===== src/rtl/core/query_text_normalizer_defines.svh =====
// Assertion macros shared by the normalizer RTL
`ifndef QUERY_TEXT_NORMALIZER_DEFINES_SVH
`define QUERY_TEXT_NORMALIZER_DEFINES_SVH

// Same-cycle implication, disabled during reset
`define QTN_ASSERT_NOW(label, clk, rst_n, ante, cons) \
    label: assert property (@(posedge clk) disable iff (!(rst_n)) (ante) |-> (cons)) \
        else $error("assertion failed");

// Next-cycle implication, disabled during reset
`define QTN_ASSERT_NEXT(label, clk, rst_n, ante, cons) \
    label: assert property (@(posedge clk) disable iff (!(rst_n)) (ante) |=> (cons)) \
        else $error("assertion failed");

`endif


===== src/rtl/core/qtn_pkg.sv =====
// Types, character codes and status codes of the query text normalizer
package qtn_pkg;

    localparam logic [7:0] CH_SPACE = 8'h20;
    localparam logic [7:0] CH_QUOTE = 8'h22;
    localparam logic [7:0] CH_OPEN  = 8'h28;
    localparam logic [7:0] CH_CLOSE = 8'h29;
    localparam logic [7:0] CH_LT    = 8'h3C;
    localparam logic [7:0] CH_EQ    = 8'h3D;
    localparam logic [7:0] CH_GT    = 8'h3E;
    localparam logic [7:0] CH_NUL   = 8'h00;
    localparam logic [7:0] CH_TAB   = 8'h09;
    localparam logic [7:0] CH_CR    = 8'h0D;

    localparam logic [2:0] ST_OK        = 3'd0;
    localparam logic [2:0] ST_IN_LONG   = 3'd1;
    localparam logic [2:0] ST_OUT_LONG  = 3'd2;
    localparam logic [2:0] ST_ODD_QUOTE = 3'd3;
    localparam logic [2:0] ST_PAREN     = 3'd4;

    localparam logic [0:0] REG_MAX_LENGTH = 1'b0;
    localparam logic [15:0] MAX_LENGTH_RESET = 16'd4096;

    typedef struct packed {
        logic [7:0] ch;
        logic       char_valid;
        logic       end_of_query;
        logic [2:0] status;
    } t_result;

    function automatic t_result make_char(input logic [7:0] ch);
        t_result r;
        r.ch           = ch;
        r.char_valid   = 1'b1;
        r.end_of_query = 1'b0;
        r.status       = ST_OK;
        return r;
    endfunction

endpackage


===== src/rtl/core/query_text_normalizer.sv =====
// Query text normalizer: whitespace, quote and operator spacing with end-of-query status
//
// Takes one character per transfer and emits zero to three normalized characters,
// followed on the last character by a status result. All work for a character is
// done combinationally and written into a four-entry result buffer that drains one
// result per cycle while i_ready is high. The block takes one character per cycle
// while each character yields at most one result and i_ready is high; a character
// that yields k results (k up to 4) holds off the next character while the result
// buffer drains. Register 0 at byte address 0 sets max_length (reset 4096).
`include "query_text_normalizer_defines.svh"

module query_text_normalizer #(
    parameter int LENGTH_BITS = 16
) (
    input  logic        i_clk,
    input  logic        i_rst_n,
    input  logic        i_valid,
    output logic        o_ready,
    input  logic [7:0]  i_ch,
    input  logic [7:0]  i_next_ch,
    input  logic        i_is_last,
    output logic        o_valid,
    input  logic        i_ready,
    output logic [7:0]  o_out_ch,
    output logic        o_char_valid,
    output logic        o_end_of_query,
    output logic [2:0]  o_status,
    input  logic        psel,
    input  logic        penable,
    input  logic        pwrite,
    input  logic [2:0]  paddr,
    input  logic [31:0] pwdata,
    output logic [31:0] prdata,
    output logic        pready
);

    localparam int WB    = LENGTH_BITS + 1;
    localparam int CMP_W = (WB > 16) ? WB : 16;
    localparam logic [LENGTH_BITS-1:0] IN_FULL = {LENGTH_BITS{1'b1}};
    localparam logic [WB-1:0]          OUT_SAT = {WB{1'b1}};

    logic [15:0]            r_max_len;
    logic [7:0]             r_prior;
    logic                   r_in_quotes;
    logic                   r_parity;
    logic [WB-1:0]          r_paren;
    logic [LENGTH_BITS-1:0] r_in_cnt;
    logic [WB-1:0]          r_out_cnt;
    logic [2:0]             r_err;
    qtn_pkg::t_result       r_buf [4];
    logic [2:0]             r_cnt;
    logic [1:0]             r_idx;

    logic [7:0]             n_prior;
    logic                   n_in_quotes;
    logic                   n_parity;
    logic [WB-1:0]          n_paren;
    logic [LENGTH_BITS-1:0] n_in_cnt;
    logic [WB-1:0]          n_out_cnt;
    logic [2:0]             n_err;
    qtn_pkg::t_result       n_buf [4];
    logic [2:0]             n_cnt;

    logic                   in_xfer;
    logic                   out_xfer;
    logic                   cfg_wr;
    logic                   in_full;
    logic                   out_over;
    logic [7:0]             c_conv;
    logic                   is_noise;
    logic                   put_pre;
    logic                   put_main;
    logic                   put_post;
    logic [2:0]             st;
    logic [WB:0]            out_sum;
    qtn_pkg::t_result       cur;
    qtn_pkg::t_result       st_item;

    assign in_xfer  = i_valid && o_ready;
    assign out_xfer = o_valid && i_ready;
    assign cfg_wr   = psel && penable && pwrite && pready;
    assign o_ready  = (r_cnt == 3'd0) || ((r_cnt == 3'd1) && i_ready);

    assign cur            = r_buf[r_idx];
    assign o_valid        = (r_cnt != 3'd0);
    assign o_out_ch       = cur.ch;
    assign o_char_valid   = cur.char_valid;
    assign o_end_of_query = cur.end_of_query;
    assign o_status       = cur.status;

    assign pready = 1'b1;
    assign prdata = (paddr[2] == qtn_pkg::REG_MAX_LENGTH) ? {16'd0, r_max_len} : 32'd0;

    assign in_full  = (CMP_W'(r_in_cnt) >= CMP_W'(r_max_len)) || (r_in_cnt == IN_FULL);
    assign out_over = CMP_W'(r_out_cnt) > CMP_W'(r_max_len);
    assign is_noise = (i_ch == qtn_pkg::CH_NUL) ||
                      ((i_ch >= qtn_pkg::CH_TAB) && (i_ch <= qtn_pkg::CH_CR));

    always_comb begin
        n_in_quotes = r_in_quotes ^ (i_ch == qtn_pkg::CH_QUOTE);
        n_parity    = r_parity ^ (i_ch == qtn_pkg::CH_QUOTE);
        n_err       = in_full ? qtn_pkg::ST_IN_LONG : r_err;
        if (out_over && (n_err == qtn_pkg::ST_OK)) begin
            n_err = qtn_pkg::ST_OUT_LONG;
        end
        n_in_cnt = in_full ? r_in_cnt : r_in_cnt + LENGTH_BITS'(1);
        c_conv   = (!n_in_quotes && is_noise) ? qtn_pkg::CH_SPACE : i_ch;
        n_prior  = c_conv;
        n_paren  = r_paren;
        put_pre  = 1'b0;
        put_main = 1'b1;
        put_post = 1'b0;
        if (!n_in_quotes) begin
            if (c_conv == qtn_pkg::CH_OPEN) begin
                n_paren = r_paren + WB'(1);
            end
            if (c_conv == qtn_pkg::CH_CLOSE) begin
                n_paren = r_paren - WB'(1);
            end
            if ((c_conv == qtn_pkg::CH_SPACE) && (r_prior == qtn_pkg::CH_SPACE)) begin
                put_main = 1'b0;
            end else if ((c_conv == qtn_pkg::CH_OPEN) || (c_conv == qtn_pkg::CH_CLOSE)) begin
                put_pre  = (r_prior != qtn_pkg::CH_SPACE);
                put_post = (i_next_ch != qtn_pkg::CH_SPACE);
            end else if ((c_conv == qtn_pkg::CH_LT) || (c_conv == qtn_pkg::CH_GT)) begin
                put_pre  = (r_prior != qtn_pkg::CH_SPACE) && (r_prior != qtn_pkg::CH_LT);
                put_post = (i_next_ch != qtn_pkg::CH_SPACE) &&
                           (i_next_ch != qtn_pkg::CH_EQ) && (i_next_ch != qtn_pkg::CH_GT);
            end else if (c_conv == qtn_pkg::CH_EQ) begin
                put_pre  = (r_prior != qtn_pkg::CH_SPACE) && (r_prior != qtn_pkg::CH_GT) &&
                           (r_prior != qtn_pkg::CH_LT);
                put_post = (i_next_ch != qtn_pkg::CH_SPACE);
            end
        end

        if (n_err != qtn_pkg::ST_OK) begin
            st = n_err;
        end else if (n_parity) begin
            st = qtn_pkg::ST_ODD_QUOTE;
        end else if (n_paren != '0) begin
            st = qtn_pkg::ST_PAREN;
        end else begin
            st = qtn_pkg::ST_OK;
        end
        st_item.ch           = 8'd0;
        st_item.char_valid   = 1'b0;
        st_item.end_of_query = 1'b1;
        st_item.status       = st;

        for (int k = 0; k < 4; k++) begin
            n_buf[k] = st_item;
        end
        n_cnt = 3'd0;
        if (put_pre) begin
            n_buf[n_cnt[1:0]] = qtn_pkg::make_char(qtn_pkg::CH_SPACE);
            n_cnt = n_cnt + 3'd1;
        end
        if (put_main) begin
            n_buf[n_cnt[1:0]] = qtn_pkg::make_char(c_conv);
            n_cnt = n_cnt + 3'd1;
        end
        if (put_post) begin
            n_buf[n_cnt[1:0]] = qtn_pkg::make_char(qtn_pkg::CH_SPACE);
            n_cnt = n_cnt + 3'd1;
        end

        out_sum   = {1'b0, r_out_cnt} + (WB + 1)'(n_cnt);
        n_out_cnt = out_sum[WB] ? OUT_SAT : out_sum[WB-1:0];

        if (i_is_last) begin
            n_buf[n_cnt[1:0]] = st_item;
            n_cnt       = n_cnt + 3'd1;
            n_prior     = qtn_pkg::CH_SPACE;
            n_in_quotes = 1'b0;
            n_parity    = 1'b0;
            n_paren     = '0;
            n_in_cnt    = '0;
            n_out_cnt   = '0;
            n_err       = qtn_pkg::ST_OK;
        end
    end

    always_ff @(posedge i_clk) begin
        if (!i_rst_n) begin
            r_max_len   <= qtn_pkg::MAX_LENGTH_RESET;
            r_prior     <= qtn_pkg::CH_SPACE;
            r_in_quotes <= 1'b0;
            r_parity    <= 1'b0;
            r_paren     <= '0;
            r_in_cnt    <= '0;
            r_out_cnt   <= '0;
            r_err       <= qtn_pkg::ST_OK;
            r_cnt       <= 3'd0;
            r_idx       <= 2'd0;
        end else begin
            if (cfg_wr && (paddr[2] == qtn_pkg::REG_MAX_LENGTH)) begin
                r_max_len <= pwdata[15:0];
            end
            if (in_xfer) begin
                r_prior     <= n_prior;
                r_in_quotes <= n_in_quotes;
                r_parity    <= n_parity;
                r_paren     <= n_paren;
                r_in_cnt    <= n_in_cnt;
                r_out_cnt   <= n_out_cnt;
                r_err       <= n_err;
                r_cnt       <= n_cnt;
                r_idx       <= 2'd0;
            end else if (out_xfer) begin
                r_cnt <= r_cnt - 3'd1;
                r_idx <= r_idx + 2'd1;
            end
        end
    end

    always_ff @(posedge i_clk) begin
        if (in_xfer) begin
            for (int k = 0; k < 4; k++) begin
                r_buf[k] <= n_buf[k];
            end
        end
    end

    `QTN_ASSERT_NEXT(a_last_clears, i_clk, i_rst_n, in_xfer && i_is_last, (r_in_cnt == '0) && (r_paren == '0) && (r_prior == qtn_pkg::CH_SPACE) && (r_err == qtn_pkg::ST_OK))
    `QTN_ASSERT_NEXT(a_last_gives_status, i_clk, i_rst_n, in_xfer && i_is_last, o_valid)
    `QTN_ASSERT_NOW(a_status_is_final, i_clk, i_rst_n, o_valid && o_end_of_query, r_cnt == 3'd1)
    `QTN_ASSERT_NOW(a_char_no_status, i_clk, i_rst_n, o_valid && o_char_valid, !o_end_of_query && (o_status == qtn_pkg::ST_OK))
    `QTN_ASSERT_NOW(a_buf_bound, i_clk, i_rst_n, 1'b1, (r_cnt <= 3'd4) && (32'(r_idx) + 32'(r_cnt) <= 32'd4))

endmodule

===== config.mk =====
export PLATFORM = sky130hd
export DESIGN_NAME = query_text_normalizer
export DESIGN_NICKNAME = d
export VERILOG_FILES = /design/src/rtl/core/qtn_pkg.sv /design/src/rtl/core/query_text_normalizer.sv
export VERILOG_INCLUDE_DIRS = /design/src /design/src/rtl/core
export SDC_FILE = /design/constraint.sdc
export NUM_CORES = 1
export LEC_CHECK = 0
export ABC_AREA = 1
export BUFFER_PORTS_ARGS = -buffer_cell sky130_fd_sc_hd__buf_4
export CAP_MARGIN = 10
export CELL_PAD_IN_SITES_DETAIL_PLACEMENT = 0
export CELL_PAD_IN_SITES_GLOBAL_PLACEMENT = 1
export CORE_AREA = 5 5 141 143
export DETAILED_ROUTE_END_ITERATION = 16
export DIE_AREA = 0 0 146 148
export PLACE_DENSITY = 0.87
export RECOVER_POWER = 25
export SLEW_MARGIN = 20
export SYNTH_ARGS = -nofsm -noshare
export SYNTH_HDL_FRONTEND = slang
export SYNTH_SLANG_ARGS = --single-unit

===== constraint.sdc =====
create_clock -name i_clk -period 9 [get_ports i_clk]
set_clock_uncertainty 0.1 [all_clocks]
set_input_delay 0 -clock i_clk [delete_from_list [all_inputs] [get_ports i_clk]]
set_output_delay 0 -clock i_clk [all_outputs]
set_load 0.01 [all_outputs]

==> results of run 1 <==
==> power by group through the flow <==
| stage | sequential, mW | combinational (mW) | clock [mW] |
|---|---|---|---|
| finish | 0.675 | 0.409 | 0.655 |
| global route | 0.684 | 0.459 | 0.695 |
| CTS | 0.676 | 0.433 | 0.665 |
| detailed placement | 0.687 | 0.414 | 0 |
| global placement | 0.686 | 0.411 | 0 |
| floorplan | 0.676 | 0.272 | 0 |
==> per-layer routing <==
| layer | routed length, microns | share of wire | vias up | GRT usage |
|---|---|---|---|---|
| met5 | 0 | 0 | - | 0 |
| met4 | 400 | 0.019 | 0 | 0.0687 |
| met3 | 906 | 0.042 | 35 | 0.0365 |
| met2 | 10200 | 0.48 | 183 | 0.343 |
| met1 | 9850 | 0.46 | 3472 | 0.249 |
| li1 | - | - | 4062 | - |
==> cell families after synthesis <==
group,after synthesis,synth area share
DFF,122,0.344
and+or+nand+nor,569,0.303
buffers and inverters,217,0.111
AOI/OAI and AO/OA,203,0.138
adders and majority gates,48,0.0746
other,2,0.000922
xor gates and xnor gates,26,0.0280
==> layout by cell type (no fill, tap or decap), types with 6 or more instances in the layout <==
cell           count
inv_1            141
nor4_1             8
xor2_1            23
nand4_1           30
nand2_2            6
buf_4             47
clkbuf_1          29
clkbuf_16         17
edfxtp_1          36
ha_1              47
o21ai_0           76
nor2_1           165
o21ai_1            7
o22ai_1           24
dlygate4sd3_1     45
conb_1            19
nand3b_1           6
a21oi_1           71
inv_2              8
dfxtp_1           86
nand3_1           62
inv_6              7
nand2_1          250
nor3_1            21
==> path summary, 6_finish.rpt <==
path	slack [ns]	cells after the start	from	end
setup / recovery	3.67	37	i_ch[7]	r_out_cnt[9]$_SDFFE_PN0P_
setup reg to reg	4.01	32	r_in_quotes$_SDFFE_PN0P_	r_out_cnt[9]$_SDFFE_PN0P_
hold / removal	0.09	5	i_ch[5]	r_prior[5]$_SDFFE_PN1P_
hold reg to reg	0.37	2	r_err[2]$_SDFFE_PN0P_	r_err[2]$_SDFFE_PN0P_
==> through the flow <==
stage | hold WS [ns] | utilization | total power, mW
2_1_floorplan | 0.0304 | - | 0.948
3_3_place_gp | 0.124 | 0.474 | 1.10
3_5_place_dp | 0.125 | 0.474 | 1.10
4_1_cts | 0.0151 | 0.529 | 1.77
5_1_grt | 0.138 | 0.523 | 1.84
6_report | 0.0900 | 0.523 | 1.74
==> worst max-delay path: cells and delay by family <==
kind / cells / cell delay [ns]
AO/OA/AOI/OAI: 2 / 0.19
adder cells (fa/ha/maj): 2 / 0.58
buffers and inverters: 10 / 1.58
AND/OR/NAND/NOR: 23 / 3.16
==> cells in the mapped netlist, drive strengths merged <==
cell     count  area share
nand2      260        0.13
clkinv       5      0.0025
nor3b        3      0.0028
a21oi       74       0.047
and3         1     0.00077
o22ai       24       0.018
edfxtp      36        0.13
buf         27       0.024
o311ai       1      0.0011
xor2        23       0.025
o31ai        2      0.0018
a31o         1      0.0011
a211oi       1     0.00092
or2          3      0.0023
ha          47       0.072
o211ai       4      0.0037
nor3        21       0.013
nand3b       7      0.0069
nand4       30       0.023
xnor2        3      0.0032
and2         1     0.00077
a22oi        1     0.00092
a21boi       1     0.00092
a21o         1     0.00092
a2bb2oi      2      0.0022
nor4         8      0.0061
o32ai        2      0.0022
o2111ai      1      0.0011
dfxtp       86        0.21
o21a         1     0.00092
inv        149       0.069
nor2       170       0.080
o221a        1      0.0014
o21ai       84       0.052
clkbuf      36       0.017
conb         2     0.00092
nand3       65       0.042
fa           1      0.0025
a31oi        2      0.0015
==> sequential cells by signal, indices dropped and copies added (netlist names), 2 cells and up, named ones only <==
register / flops
r_buf: 36
r_cnt: 3
r_err: 3
r_idx: 2
r_in_cnt: 16
r_max_len: 16
r_out_cnt: 17
r_paren: 17
r_prior: 8
==> cell type report <==
cell class,count,area [sq um],share of cell area
Sequential cell,122,2800,0.290
Tap cell,234,293,0.0303
Clock buffer,18,429,0.0444
Inverter,154,579,0.0600
Timing Repair Buffer,121,916,0.0948
Multi-Input combinational cell,865,4500,0.466
Clock inverter,14,136,0.0141
==> metrics.md, run 1 <==
| Metric | Value |
|---|---|
| Worst VDD drop | 0.137 mV |
| Setup crit end kind | register |
| Core Area | between 15,000 and 20,000 sq um |
| Clock Latency Late Sink | 0.43 ns |
| Largest stage delay on the critical path | between 0.5 and 0.6 ns |
| Mapped Area | 8150 sq um |
| Overall fraction of global-route tracks in use | 0.198 |
| Distinct cells, synth | 54 |
| Die height | 148 microns |
| Final setup violation count | 0 |
| Post-cts resize count | 0 |
| # IOs | between 100 and 150 |
| Die X | roughly 150 microns |
| Pins Over Slew Limit | 0 |
| Ant diodes | 0 |
| Post-route ant nets | 0 |
| H-tree levels | 4 |
| Critical path class | input pin to register |
| Layout area overhead | 18.5% |
| First-pass GRT wire length | about 35,000 microns |
| Largest net degree at the start of global routing | 37 |
| Mean Syn Cell Area | just under 7 sq um |
| Reg power frac | 0.388 |
| Hold Path Class | input pin to register |
| Vias | 7,752 |
| Gpl congestion | a little under 0.9 |
| P_sw | between 0.5 and 0.6 mW |
| Initial DRC count | roughly 500 |
| Final Hold Vio Count | 0 |
| Post-Place Cell Area | a little under 9000 sq um |
| CP Max Fanout | 27 |
| Number of synthesized register bits | 122 |
| Post-DR wirelength/cell | approximately 14 microns |
| Internal power | between 1 and 1.5 mW |
| Final instance area | 9660 sq um |
| FILL cells | 1,870 |
| Pre-CTS setup slack | approximately 3.8 ns |
| Max-slew headroom | 0.120 |
| CTS Root Cell | clkbuf_16 |
| Buffers on Ports | just over 70 |
| Max-Cap Viols | 0 |
| Hold_buf cts | 45 |
| Clock buffer depth | 2 |
| Setup TNS | 0 ns |
| Final net count | 1,388 |
| TritonCTS clock tree | yes |
| Period utilization | 0.592 |
| Post-Route WL | around 21,000 microns |
| Initial antenna violation count | 0 |
| Crit-path slowest cell | dlygate4sd3_1 |
| Number of global-route vias before repair | between 7,000 and 8,000 |
| Fmax | roughly 0.19 GHz |
| Sequential area share after synthesis | 0.344 |
| Die Footprint | around 22,000 sq um |
| Post-CTS Setup Bufs | 0 |
| DRC | 0 |
| Post-synthesis cell count | 1,187 |
| Critical path arrival | roughly 5.6 ns |
| Logic pwr share | 0.235 |
| CTS buffer count | 17 |
| Leak pwr | between 4 and 5 nW |
| Clk slew on worst S/H paths | around 0.060 ns |
| Worst EP required | slightly above 9 ns |
| CTS Sinks | 122 |
| Clk pwr share | 0.377 |
| RSZ-0062 raised after global routing | false |
| Final setup margin | between 3 and 4 ns |
| Crit start category | input pin |
| Rows | 50 |
| Placed insts | about 1,500 |
| Post-DP HPWL | between 15,000 and 20,000 microns |
| PwrDens | about 180 nW/um^2 |
| TritonRoute pass-1 iters | 6 |
| Detailed-route vias per instance | 5.07 |
| Fraction of layout cells with a size suffix above 1 | 0.0889 |
| Min Clock Period, post-route | about 5.3 ns |
| Slew @ Worst Pin | between 1 and 1.5 ns |
| Grt total ovfl | 0 |
| Final Non-Filler Cells | between 1,500 and 2,000 |
| Status | finished clean |
| Sw Ratio | 0.329 |
| Syn. warnings | 0 |
| Initial Util | 0.441 |
Power figures use the tool's default switching activity.
==> inputs of run 2 (changes only) <==
--- a/config.mk
+++ b/config.mk
@@ -11,10 +11,10 @@
 export CAP_MARGIN = 10
 export CELL_PAD_IN_SITES_DETAIL_PLACEMENT = 0
 export CELL_PAD_IN_SITES_GLOBAL_PLACEMENT = 1
-export CORE_AREA = 5 5 141 143
+export CORE_AREA = 5 5 146 148
 export DETAILED_ROUTE_END_ITERATION = 16
-export DIE_AREA = 0 0 146 148
-export PLACE_DENSITY = 0.87
+export DIE_AREA = 0 0 151 153
+export PLACE_DENSITY = 0.82
 export RECOVER_POWER = 25
 export SLEW_MARGIN = 20
 export SYNTH_ARGS = -nofsm -noshare
==> constraint.sdc (replaced) <==
create_clock -name i_clk -period 5.4 [get_ports i_clk]
set_clock_uncertainty 0.1 [all_clocks]
set_input_delay 0 -clock i_clk [delete_from_list [all_inputs] [get_ports i_clk]]
set_output_delay 0 -clock i_clk [all_outputs]
set_load 0.01 [all_outputs]
==> run 2 against run 1 <==
  * Critical path depth is the same
  * Power grew 70%
  * Non-clock buffer count grew 3
  * Via count shrank 0.45%
  * Die area grew 6.9%
  * Critical endpoint is now r_out_cnt[2]$_SDFFE_PN0P_
==> metrics.md, run 2 (synthesized netlist as in run 1, its figures left out) <==
| Metric | Value |
|---|---|
| Max-slew headroom | 0.255 (+0.136) |
| Critical path arrival | 5.01 ns (-0.54 ns) |
| Logic pwr share | 0.227 (-0.008) |
| Rows | 52 (+4.0%) |
| Worst hold endpoint | r_prior[5]$_SDFFE_PN1P_ |
| Worst Reg-to-Reg Cells | 32 (unchanged) |
| Period utilization | 0.887 |
| Commonest non-fill, non-tap cell in the layout | nand2_1 |
| R2R Path Start | r_in_quotes$_SDFFE_PN0P_ |
| Fmax | about 0.21 GHz |
| Post-Route WL | 21,600 microns (+1.1%) |
| Status | finished clean |
| Initial Util | 0.409 (-0.0322) |
| Critical path class | input pin to register |
| CP Max Fanout | 14 (-48%) |
| Reg power frac | 0.382 (-0.006) |
| Post-route ant nets | 0 (unchanged) |
| Slew @ Worst Pin | 1.11 ns (-0.206 ns) |
| Initial DRC count | 466 (-6.2%) |
| Hold_sp | i_ch[5] |
| Crit-path slowest cell | dlygate4sd3_1 |
| PwrDens | 303 nW/um^2 (+68%) |
| Worst VDD drop | 0.228 mV (+67%) |
| CTS buffer count | 17 (unchanged) |
| Clock buffer depth | 2 (unchanged) |
| Final net count | 1,391 (+0.22%) |
| Utilization after layout | 0.490 (-0.0332) |
| Met2 usage | 0.316 (-0.0266) |
| Buffers on Ports | 71 (unchanged) |
| TritonCTS clock tree | yes |
| Largest stage delay on the critical path | 0.54 ns (about the same) |
| Final Hold Vio Count | 0 (unchanged) |
| Commonest non-fill, non-tap cells in the layout | nand2_1 (249), nor2_1 (165), inv_1 (140) |
| GRT met1 Usage | 0.249 (about the same) |
| FILL cells | 2,066 (+10%) |
| Vias | 7,717 (-0.45%) |
| Max reg flops | 36 (unchanged) |
| Post-Place Cell Area | 8820 sq um (+0.80%) |
| Final instance area | 9760 sq um (+1.0%) |
| R2R setup slack | 0.98 ns (-3.03 ns) |
| TritonRoute pass-1 iters | 7 (+1) |
| Layout area overhead | 19.8% |
| Setup crit end kind | register |
| Min Clock Period, post-route | 4.79 ns |
| Gpl congestion | 0.851 (-4.2%) |
| Sw Ratio | 0.317 (-0.0117) |
| Reg2Reg Capture Point | r_out_cnt[2]$_SDFFE_PN0P_ |
| Number of global-route vias before repair | 7,311 (+2.4%) |
| Overall fraction of global-route tracks in use | 0.189 (-0.00842) |
| Internal power | 2.02 mW (+73%) |
| Grt total ovfl | 0 (unchanged) |
| Setup TNS | 0 ns (unchanged) |
| CTS Root Cell | clkbuf_16 |
| Register area | 2800 sq um (unchanged) |
| H-tree levels | 4 (unchanged) |
| Clk pwr share | 0.391 (+0.014) |
| Largest net degree at the start of global routing | 34 (-8.1%) |
| Post-DP HPWL | 15,600 microns (+1.8%) |
| Die Footprint | 23,100 sq um (+6.9%) |
| GR peak layer | met2 |
| Worst path bufs/invs | 10 (unchanged) |
| Max-Cap Viols | 0 (unchanged) |
| Post-DR wirelength/cell | 13.8 microns (-1.3%) |
| CP delay by family, top | simple AND/OR/NAND/NOR gates |
| Die height | 153 microns (+3.4%) |
| Worst EP required | 5.62 ns (-3.59 ns) |
| DRC | 0 (unchanged) |
| Core Area | 19,900 sq um (+7.9%) |
| # IOs | 107 (unchanged) |
| Clk slew on worst S/H paths | 0.06 ns (about the same) |
| Clock Latency Late Sink | 0.42 ns (about the same) |
| Detailed-route vias per instance | 4.93 (-2.9%) |
| Pins Over Slew Limit | 0 (unchanged) |
| Die X | 151 microns (+3.4%) |
| Ant diodes | 0 (unchanged) |
| Hold Path Class | input pin to register |
| Final setup violation count | 0 (unchanged) |
| Initial antenna violation count | 0 (unchanged) |
| Post-CTS Setup Bufs | 0 (unchanged) |
| First-pass GRT wire length | 35,700 microns (+1.2%) |
| Cell mode on critical path | nor2_1 |
| P_sw | 0.939 mW (+64%) |
| Footprint of the multi-input gates | 4510 sq um (+0.19%) |
| Leak pwr | 4.34 nW (+0.51%) |
| Crit start category | input pin |
| Hold depth | 5 (unchanged) |
| Biggest regs | r_buf x36, r_out_cnt x17, r_paren x17 |
| RSZ-0062 raised after global routing | false |
| CTS Sinks | 122 (unchanged) |
| Fraction of layout cells with a size suffix above 1 | 0.0910 (+0.00218) |
| Top reg by flops | r_buf |
| Met3 GRT Util | 0.0323 (-0.00420) |
==> run 2: cell types whose count changed in the layout (fill, tap and decap cells not counted), sizes merged <==
cell,previous run,this run
buf,47,48
clkbuf,47,48
bufinv,1,3
inv,156,151
clkinvlp,3,2
clkinv,8,12
==> run 2: what timing repair did <==
action                                  CTS  global route
hold buffers                             45             0
resized for setup                         0             3
endpoints found under the setup margin    0            14
endpoints found under the hold margin    55             0
==> run 2: worst max-delay path by stage <==
stage                                           end                      from  cells past startpoint  slack (ns)
after floorplan           r_out_cnt[6]$_SDFFE_PN0P_  r_in_quotes$_SDFFE_PN0P_                     34        1.44
after global placement    r_out_cnt[2]$_SDFFE_PN0P_                   i_ch[7]                     33        0.70
after detailed placement  r_out_cnt[2]$_SDFFE_PN0P_                   i_ch[7]                     33        0.67
after CTS                 r_out_cnt[1]$_SDFFE_PN0P_                   i_ch[7]                     34        0.50
after global routing      r_out_cnt[1]$_SDFFE_PN0P_                   i_ch[7]                     37       0.005
final                     r_out_cnt[2]$_SDFFE_PN0P_                   i_ch[7]                     37        0.61
==> run 2: layout make-up <==
cell class                      instances  area share
Clock buffer                           17      0.0436
Inverter                              154      0.0596
Clock inverter                         14      0.0177
Multi-Input combinational cell        865       0.462
Sequential cell                       122       0.287
Tap cell                              270      0.0346
Timing Repair Buffer                  124      0.0950
==> run 2: metal layers <==
layer / vias to the layer above / share of wire
met5: - / 0
met4: 0 / 0.018
met3: 36 / 0.043
met2: 183 / 0.47
met1: 3437 / 0.46
li1: 4061 / -
==> run 2: through the flow <==
stage | total power, mW | hold WS, ns | setup slack (ns) | instances
3_5_place_dp | 1.84 | 0.141 | 0.671 | 1490
6_report | 2.96 | 0.118 | 0.612 | 1566
5_1_grt | 3.12 | 0.151 | 0.00510 | 1566
2_1_floorplan | 1.58 | 0.0304 | 1.44 | 1204
4_1_cts | 3.03 | 0.100 | 0.504 | 1566
3_3_place_gp | 1.83 | 0.124 | 0.699 | 1490
==> run 2: power groups by stage <==
| stage | clock, mW | sequential (mW) | combinational (mW) |
|---|---|---|---|
| global route | 1.22 | 1.14 | 0.764 |
| floorplan | 0 | 1.13 | 0.454 |
| global placement | 0 | 1.15 | 0.685 |
| detailed placement | 0 | 1.15 | 0.694 |
| CTS | 1.17 | 1.13 | 0.724 |
| finish | 1.16 | 1.13 | 0.672 |
==> run 2: tightest hold or removal path: stages <==
cell     delay [ns]
buf_4          0.10
inv_1          0.07
nand2_4        0.17
inv_1          0.11
o21ai_0        0.15
